[src/hdl/lobm_pkg.sv]
`default_nettype none
package lobm_pkg;

  localparam int unsigned LOBM_DEPTH = 32;

  localparam logic [1:0] MODE_BUY    = 2'd0;
  localparam logic [1:0] MODE_SELL   = 2'd1;
  localparam logic [1:0] MODE_CANCEL = 2'd2;

  localparam logic [1:0] KIND_EXEC = 2'd0;
  localparam logic [1:0] KIND_ADD  = 2'd1;
  localparam logic [1:0] KIND_DEL  = 2'd2;

  // One resting order.
  typedef struct packed {
    logic [31:0] id;
    logic [31:0] price;
    logic [31:0] rem;
    logic [31:0] exn;
  } entry_t;

  typedef enum logic [1:0] {
    BK_NONE,
    BK_REMOVE,
    BK_INSERT,
    BK_HEAD
  } bk_op_e;

  // Result of the shared compare and subtract unit.
  typedef struct packed {
    logic        lt;
    logic        eq;
    logic [31:0] diff;
  } alu_res_t;

endpackage
`default_nettype wire

[src/hdl/lobm_alu.sv]
`default_nettype none
module lobm_alu import lobm_pkg::*; (
  input  logic [31:0] a_i,
  input  logic [31:0] b_i,
  output alu_res_t    res_o
);

  logic        lt;
  logic [31:0] big;
  logic [31:0] sml;

  // The difference is always taken as larger minus smaller.
  assign lt  = a_i < b_i;
  assign big = lt ? b_i : a_i;
  assign sml = lt ? a_i : b_i;

  assign res_o.lt   = lt;
  assign res_o.eq   = a_i == b_i;
  assign res_o.diff = big - sml;

endmodule
`default_nettype wire

[config.mk]
export PLATFORM = sky130hd
export DESIGN_NAME = lobm_alu
export DESIGN_NICKNAME = d
export VERILOG_FILES = /design/src/hdl/lobm_pkg.sv /design/src/hdl/lobm_alu.sv
export SDC_FILE = /design/constraint.sdc
export NUM_CORES = 1
export LEC_CHECK = 0
export BUFFER_PORTS_ARGS = -buffer_cell sky130_fd_sc_hd__buf_4
export CAP_MARGIN = 20
export CORE_ASPECT_RATIO = 1.2
export CORE_MARGIN = 1
export CORE_UTILIZATION = 40
export DETAILED_ROUTE_END_ITERATION = 8
export PLACE_DENSITY = 0.77
export SETUP_SLACK_MARGIN = 0.15
export SLEW_MARGIN = 20
export SYNTH_ARGS = -nofsm -noshare
export SYNTH_HDL_FRONTEND = slang
export SYNTH_SLANG_ARGS = --single-unit
[constraint.sdc]
create_clock -name vclk -period 8.68
set_clock_uncertainty 0.05 [all_clocks]
set_input_delay 0.868 -clock vclk [all_inputs]
set_output_delay 0.868 -clock vclk [all_outputs]
set_load 0.01 [all_outputs]
==> insert_results.sql, run 1 <==
INSERT INTO impl_metrics (metric_group, metric, value, unit) VALUES
('drt', 'wirelength_met1', '4350', 'um'),
('power', 'power-per-cell-area', '95.8', 'nW/um^2'),
('timing', 'final.period_utilization', '0.716', ''),
('placement', 'place_congestion', '0.916', ''),
('drt', 'wl_met2', '5420', 'um'),
('die', 'die_w', '84.0', 'um'),
('logic_synthesis', 'post_synth.cell_area_avg', '6.46', 'um^2'),
('timing', 'worst_slew_margin_rel', '0.463', ''),
('logic_synthesis', 'muxShareOfSynthArea', '0.0531', ''),
('placement', 'numPortBuffers', '98', ''),
('logic_synthesis', 'synth_top_family_by_area', 'compound AO/OA/AOI/OAI gates', ''),
('placement', 'hpwl_reported_at_the_end_of_detailed_placement', '8690', 'um'),
('logic_synthesis', 'synth_top_area_share', '0.124', ''),
('die', 'die-height', '100', 'um'),
('timing', 'worst_hold_margin', '2090', 'ps'),
('logic_synthesis', 'synth_compound_gate_area_share', '0.354', ''),
('global_routing', 'global_route_wire_length_before_repair', '16700', 'um'),
('outcome', 'violations', 'DRC', ''),
('critical_path', 'critPathKind', 'primary input to output port', ''),
('drt', 'detail_route.wirelength', '10500', 'um'),
('cells_and_area', 'layout.area.seq', '0', 'um^2'),
('critical_path', 'critical-path-slowest-cell', 'sky130_fd_sc_hd__inv_1', ''),
('min_path', 'min-delay-start', 'b_i[0]', ''),
('critical_path', 'crit_path_max_fanout', '33', ''),
('global_routing', 'via_count_of_the_first_global_routing_pass', '3795', ''),
('timing', 'report.final.slew_viol_count', '0', ''),
('global_routing', 'pin_count_of_the_biggest_net_entering_global_routing', '34', ''),
('timing', 'post-route-min-period', '6210', 'ps'),
('die', 'floorplan.initialDensity', '0.417', ''),
('cells_and_area', 'num_antenna_cells', '0', ''),
('die', 'floorplan.io_pins', '98', ''),
('drt', 'vias_per_cell', '6.00', ''),
('logic_synthesis', 'yosys.area_share.xor_xnor', '0.0678', ''),
('timing', 'final_critical_path_setup_slack', '2470', 'ps'),
('power', 'power.leakage', '1.89', 'nW'),
('logic_synthesis', 'syn-instance-count', '500', ''),
('critical_path', 'setup.worst_path.start', 'b_i[23]', ''),
('min_path', 'end_point_of_the_worst_hold_path', 'res_o[0]', ''),
('drt', 'met3_wirelength', '499', 'um'),
('logic_synthesis', 'synth.cell_area', '3230', 'um^2'),
('placement', 'detailedPlace.worstSlack', '2520', 'ps'),
('cells_and_area', 'final_design_utilization', '0.507', ''),
('global_routing', 'grt_antenna_before_repair', '0', ''),
('die', 'core_area', '7750', 'um^2'),
('drt', 'num_vias', '3986', ''),
('timing', 'hold_violations', '0', ''),
('min_path', 'worstHoldPathCells', '4', ''),
('timing', 'fmax', '161', 'MHz'),
('outcome', 'result_of_the_run', 'finished with violations', ''),
('timing', 'worst-slew-pin-transition', '805', 'ps'),
('cells_and_area', 'final_layout_size_suffix_gt1_frac', '0.205', ''),
('cells_and_area', 'layout-area-overhead-vs-synth', '21.7', '%'),
('clock_network', 'cts_hold_buf', '0', ''),
('critical_path', 'cp_data_required_time', '7760', 'ps'),
('drt', 'route.detailed.drc', '16', ''),
('timing', 'unrepaired_setup_endpoints_after_global_routing', 'false', ''),
('logic_synthesis', 'mappedNetlistNets', '596', ''),
('critical_path', 'critical-path-max-stage-delay', '480', 'ps'),
('critical_path', 'timing.critical_path.arrival', '5290', 'ps'),
('critical_path', 'worstSetupEndpointType', 'output port', ''),
('logic_synthesis', 'synth_top_cell_by_area', 'sky130_fd_sc_hd__ha_1', ''),
('logic_synthesis', 'synth.yosys.seq_area_share', '0', ''),
('die', 'placement_rows', '35', ''),
('drt', 'drt.antenna.violating_nets', '0', ''),
('critical_path', 'critical_path.cell_chain', 'buf_4 > inv_1 > ha_1 > and2_1 > a221o_1 > a22oi_1 > and2_1 > nand2_4 > inv_1 > a21oi_1 > a211o_1 > a31oi_1 > a31o_1 > nand2_1 > a311oi_1 > buf_4', ''),
('global_routing', 'grt_overflow', '0', ''),
('placement', 'dp.cells', '664', ''),
('job', 'max_cap_viol_count', '0', ''),
('logic_synthesis', 'netlist_top_cells_area', 'sky130_fd_sc_hd__ha_1, sky130_fd_sc_hd__a21oi_1, sky130_fd_sc_hd__nand2_1', ''),
('cells_and_area', 'design.final.nets', '670', ''),
('drt', 'drt-pass1-iter-count', '7', '');
synthesized netlist by cell type (9+ instances only):
cell and n:
sky130_fd_sc_hd__a211oi_1 9, sky130_fd_sc_hd__a21oi_1 39, sky130_fd_sc_hd__and2_1 13, sky130_fd_sc_hd__buf_2 16, sky130_fd_sc_hd__ha_1 32, sky130_fd_sc_hd__inv_1 44
sky130_fd_sc_hd__mux2i_1 10, sky130_fd_sc_hd__nand2_1 49, sky130_fd_sc_hd__nand2b_1 14, sky130_fd_sc_hd__nand3_1 18, sky130_fd_sc_hd__nand4_1 10, sky130_fd_sc_hd__nor2_1 33
sky130_fd_sc_hd__nor2b_1 16, sky130_fd_sc_hd__o21ai_0 23, sky130_fd_sc_hd__o22ai_1 14, sky130_fd_sc_hd__xnor2_1 14, sky130_fd_sc_hd__xor2_1 11
cells in the final DEF (no fill, tap or decap), types with 9 or more instances in the layout:
cell type / instances
sky130_fd_sc_hd__nand2b_1: 14
sky130_fd_sc_hd__o22ai_1: 14
sky130_fd_sc_hd__xnor2_1: 14
sky130_fd_sc_hd__nand3_1: 18
sky130_fd_sc_hd__inv_1: 44
sky130_fd_sc_hd__xor2_1: 11
sky130_fd_sc_hd__nor2_1: 33
sky130_fd_sc_hd__nor2b_1: 16
sky130_fd_sc_hd__mux2i_1: 10
sky130_fd_sc_hd__nand4_1: 10
sky130_fd_sc_hd__buf_4: 98
sky130_fd_sc_hd__nand2_1: 49
sky130_fd_sc_hd__and2_1: 13
sky130_fd_sc_hd__a21oi_1: 39
sky130_fd_sc_hd__a211oi_1: 9
sky130_fd_sc_hd__o21ai_0: 23
sky130_fd_sc_hd__ha_1: 32
tightest hold or removal path: stages:
cell and delay, ps:
sky130_fd_sc_hd__buf_4 100, sky130_fd_sc_hd__ha_1 130, sky130_fd_sc_hd__inv_1 40, sky130_fd_sc_hd__buf_4 130
metal layers:
metal / vias to the layer above / GRT usage
met3: 17 / 0.0123
met1: 1847 / 0.273
met2: 134 / 0.462
met5: - / 0
li1: 1988 / -
met4: 0 / 0.0676
power by group:
group	total, W	internal [W]	leakage (nW)	switching, W
Clock	0	0	0	0
Sequential	0	0	0	0
Combinational	0.000377	0.000169	1.89	0.000207
Total	0.000377	0.000169	1.89	0.000207
through the flow:
stage               total power [W]  cell area (um^2)
floorplan                  0.000237              3230
global placement           0.000368              3930
detailed placement         0.000372              3930
CTS                        0.000374              3930
global route               0.000408              3930
finish                     0.000377              3930
worst max-delay path by stage:
| stage | endpoint | slack [ps] | cells past startpoint |
|---|---|---|---|
| final | res_o[29] | 2470 | 16 |
| after global routing | res_o[29] | 2170 | 16 |
| after CTS | res_o[29] | 2520 | 15 |
| after floorplan | res_o[30] | 3860 | 16 |
| after global placement | res_o[27] | 2630 | 15 |
| after detailed placement | res_o[29] | 2520 | 15 |
final cells by class:
type                            instances  area (um^2)
Fill cell                             791         3820
Inverter                               46          173
Multi-Input combinational cell        428         2910
Tap cell                               92          115
Timing Repair Buffer                   98          736
cell families (layout without fill, tap and decap cells):
group                    Yosys count  after routing
AND/OR/NAND/NOR                  189            189
AO/OA/AOI/OAI                    166            166
buffers and inverters             72            144
adder cells (fa/ha/maj)           32             32
XOR/XNOR                          25             25
multiplexers                      16             16
No activity file was read; power rests on OpenSTA's default activity.
==> inputs of run 2 (changes only) <==
--- a/config.mk
+++ b/config.mk
@@ -5,13 +5,14 @@
 export SDC_FILE = /design/constraint.sdc
 export NUM_CORES = 1
 export LEC_CHECK = 0
+export ABC_AREA = 1
 export BUFFER_PORTS_ARGS = -buffer_cell sky130_fd_sc_hd__buf_4
 export CAP_MARGIN = 20
 export CORE_ASPECT_RATIO = 1.2
 export CORE_MARGIN = 1
 export CORE_UTILIZATION = 40
 export DETAILED_ROUTE_END_ITERATION = 8
-export PLACE_DENSITY = 0.77
+export PLACE_DENSITY = 0.75
 export SETUP_SLACK_MARGIN = 0.15
 export SLEW_MARGIN = 20
 export SYNTH_ARGS = -nofsm -noshare
==> constraint.sdc (replaced) <==
create_clock -name vclk -period 6.2
set_clock_uncertainty 0.05 [all_clocks]
set_input_delay 0.62 -clock vclk [all_inputs]
set_output_delay 0.62 -clock vclk [all_outputs]
set_load 0.01 [all_outputs]
==> run 2 against run 1 <==
Net effect:
- the flow now finishes without violations
- synthesized cell count rose by 50%
- combinational power rose by 64%
- cell count rose by 44%
- critical path depth rose by 5
- hold slack got worse by 490 ps
- first-iteration DRC count fell by 43%
- routed wire length fell by 4.5%
- die area rose by 14%
- critical path type unchanged
==> insert_results.sql, run 2 <==
INSERT INTO impl_metrics (metric_group, metric, value, unit) VALUES
('critical_path', 'critical-path-slowest-cell', 'sky130_fd_sc_hd__ha_1', ''),
('power', 'power-per-cell-area', '138', 'nW/um^2'),
('timing', 'finalSetupTns', '0', 'ps'),
('die', 'die-height', '107', 'um'),
('critical_path', 'cp_data_required_time', '5530', 'ps'),
('timing', 'post-route-min-period', '4430', 'ps'),
('logic_synthesis', 'syn-instance-count', '749', ''),
('logic_synthesis', 'synth_cell_types', '34', ''),
('global_routing', 'pin_count_of_the_biggest_net_entering_global_routing', '33', ''),
('drt', 'drt.antenna.violating_nets', '0', ''),
('global_routing', 'grt_antenna_before_repair', '0', ''),
('timing', 'worst_slew_margin_rel', '0.707', ''),
('drt', 'route.detailed.drc', '0', ''),
('drt', 'vias_per_cell', '4.63', ''),
('die', 'placement_rows', '37', ''),
('cells_and_area', 'layout-area-overhead-vs-synth', '21.6', '%'),
('power', 'worst_voltage_drop_across_the_vdd_grid', '54.8', 'uV'),
('timing', 'final.period_utilization', '0.715', ''),
('placement', 'hpwl_reported_at_the_end_of_detailed_placement', '8610', 'um'),
('die', 'die_area', '9580', 'um^2'),
('global_routing', 'grt_overflow', '0', ''),
('cells_and_area', 'design.final.nets', '936', ''),
('timing', 'hold_violations', '0', ''),
('logic_synthesis', 'synth_top_cell_by_area', 'sky130_fd_sc_hd__nand2_1', ''),
('critical_path', 'critical-path-max-stage-delay', '430', 'ps'),
('clock_network', 'cts_hold_buf', '0', ''),
('die', 'floorplan.io_pins', '98', ''),
('cells_and_area', 'num_antenna_cells', '0', ''),
('placement', 'place_congestion', '0.891', ''),
('logic_synthesis', 'synth.yosys.warnings', '0', ''),
('cells_and_area', 'final_common_cell', 'sky130_fd_sc_hd__nand2_1', ''),
('die', 'floorplan.initialDensity', '0.420', ''),
('timing', 'report.final.slew_viol_count', '0', ''),
('power', 'power.switching_fraction', '0.591', ''),
('global_routing', 'global_route_wire_length_before_repair', '16400', 'um'),
('placement', 'numPortBuffers', '98', ''),
('logic_synthesis', 'netlist_top_cells_area', 'sky130_fd_sc_hd__nand2_1, sky130_fd_sc_hd__inv_1, sky130_fd_sc_hd__ha_1', ''),
('global_routing', 'via_count_of_the_first_global_routing_pass', '3815', ''),
('critical_path', 'cp_common_cell', 'sky130_fd_sc_hd__nand2_1', ''),
('die', 'die_w', '89.5', 'um'),
('power', 'switching_power', '0.000365', 'W'),
('logic_synthesis', 'synth_top_area_share', '0.316', ''),
('timing', 'final-setup-viol-count', '0', ''),
('critical_path', 'critical_path.startpoint_type', 'primary input', ''),
('logic_synthesis', 'mappedNetlistNets', '845', ''),
('power', 'power.leakage', '2.88', 'nW'),
('power', 'pwr-share-clk', '0', ''),
('min_path', 'end_point_of_the_worst_hold_path', 'res_o[0]', ''),
('clock_network', 'cts_resized', '0', ''),
('timing', 'worst-slew-pin-transition', '439', 'ps'),
('timing', 'fmax', '226', 'MHz'),
('min_path', 'hold_path_class', 'primary input to output port', ''),
('min_path', 'min-delay-start', 'b_i[0]', ''),
('drt', 'detail_route.wirelength', '10000', 'um'),
('critical_path', 'timing.critical_path.arrival', '3760', 'ps'),
('critical_path', 'worstSetupEndpointType', 'output port', ''),
('clock_network', 'number_of_buffers_inserted_to_repair_setup_after_cts', '0', ''),
('cells_and_area', 'final_layout_size_suffix_gt1_frac', '0.191', ''),
('drt', 'drt-pass1-iter-count', '5', ''),
('job', 'max_cap_viol_count', '0', ''),
('drt', 'num_vias', '4426', ''),
('power', 'p_int', '0.000252', 'W'),
('cells_and_area', 'numSequentialCells', '0', ''),
('timing', 'unrepaired_setup_endpoints_after_global_routing', 'false', ''),
('global_routing', 'grt_overall_usage', '0.210', ''),
('die', 'core_area', '8750', 'um^2'),
('logic_synthesis', 'yosysMostFrequentCell', 'sky130_fd_sc_hd__nand2_1', ''),
('critical_path', 'crit_path_max_fanout', '32', ''),
('critical_path', 'critical_path.cell_chain', 'buf_4 > inv_1 > ha_1 > nand2_1 > nor2_1 > nand2_1 > nor2_4 > nand2_4 > nand2_4 > nand2_1 > nand3_1 > nand2_2 > nand2_1 > nand3b_4 > nand2_1 > nand2_1 > nand2_1 > nand2_1 > nand2_1 > nand2_1 > buf_4', ''),
('logic_synthesis', 'synth.cell_area', '3680', 'um^2'),
('logic_synthesis', 'post_synth.cell_area_avg', '4.91', 'um^2'),
('cells_and_area', 'clkbuf_count', '0', ''),
('power', 'power.share.sequential', '0', ''),
('logic_synthesis', 'synth.yosys.seq_area_share', '0', ''),
('cells_and_area', 'layout.cells.most_common_list', 'sky130_fd_sc_hd__nand2_1, sky130_fd_sc_hd__inv_1, sky130_fd_sc_hd__buf_4', ''),
('critical_path', 'critPathKind', 'primary input to output port', ''),
('outcome', 'result_of_the_run', 'complete, no violations', ''),
('drt', 'drt_iter0_markers', '150', ''),
('power', 'comb_power_share', '1.000', ''),
('cells_and_area', 'final.fill_count', '964', ''),
('min_path', 'worstHoldPathCells', '4', ''),
('timing', 'worst_hold_margin', '1600', 'ps'),
('cells_and_area', 'layout.area.seq', '0', 'um^2'),
('logic_synthesis', 'synth.top_cells.by_count', 'sky130_fd_sc_hd__nand2_1, sky130_fd_sc_hd__inv_1, sky130_fd_sc_hd__nor2_1', ''),
('drt', 'route.detailed.wl_per_inst', '10.5', 'um');
-- run 2: cell count changes after synthesis, sizes merged, moves of 10 or more --
cell / delta
nand2b: -14
nor2b: -16
o22ai: -15
nand3b: +12
buf: -11
nand3: +49
nand2: +279
xnor2: -14
a21oi: -12
and2: -13
o21ai: -28
nor2: +34
mux2i: -10
inv: +110
-- run 2: cell type report --
class,count,area (um^2),share of cell area
multi-input combinational,583,3000,0.670
timing repair buffer,99,743,0.166
inverter,156,586,0.131
tap,117,146,0.0327
-- run 2: kinds of logic after synthesis --
family                     Yosys count  synth area share
and+or+nand+nor                    495             0.591
buffers and inverters              166             0.185
AOI/OAI and AO/OA                   40            0.0769
adders and majority gates           32             0.109
xor gates and xnor gates            16            0.0381
-- run 2: per-layer routing --
metal / GRT usage / share of wire / up-vias / wire (um)
li1: - / - / 2447 / -
met1: 0.273 / 0.46 / 1853 / 4620
met2: 0.388 / 0.48 / 120 / 4850
met3: 0.00462 / 0.046 / 6 / 464
met4: 0.0261 / 0.010 / 0 / 103
met5: 0 / 0 / - / 0
-- run 2: power by group through the flow --
stage | clock network [W] | logic, W | registers (W)
floorplan | 0 | 0.000412 | 0
global placement | 0 | 0.000613 | 0
detailed placement | 0 | 0.000616 | 0
CTS | 0 | 0.000618 | 0
global route | 0 | 0.000694 | 0
finish | 0 | 0.000617 | 0
-- run 2: how the worst max path moves through the flow --
stage / from / depth (start not counted) / to / slack, ps
CTS: b_i[26] / 20 / res_o[25] / 1790
detailed placement: b_i[26] / 20 / res_o[25] / 1800
finish: b_i[26] / 21 / res_o[18] / 1770
global route: b_i[26] / 21 / res_o[18] / 1500
floorplan: b_i[25] / 20 / res_o[30] / 2900
global placement: b_i[26] / 20 / res_o[25] / 1820
-- run 2: per-stage QoR --
| stage | total power [W] | worst slack [ps] | utilization | cells | area [um^2] |
|---|---|---|---|---|---|
| after floorplan | 0.000412 | 2900 | - | 749 | 3680 |
| after global placement | 0.000613 | 1820 | 0.511 | 955 | 4470 |
| after detailed placement | 0.000616 | 1800 | 0.511 | 955 | 4470 |
| after CTS | 0.000618 | 1790 | 0.511 | 955 | 4470 |
| after global routing | 0.000694 | 1500 | 0.511 | 955 | 4470 |
| final | 0.000617 | 1770 | 0.511 | 955 | 4470 |
-- run 2: critical path: cells and delay by family --
family / cells / cell delay [ps]
simple gates: 17 / 2420
buf+inv: 3 / 280
fa+ha+maj: 1 / 430
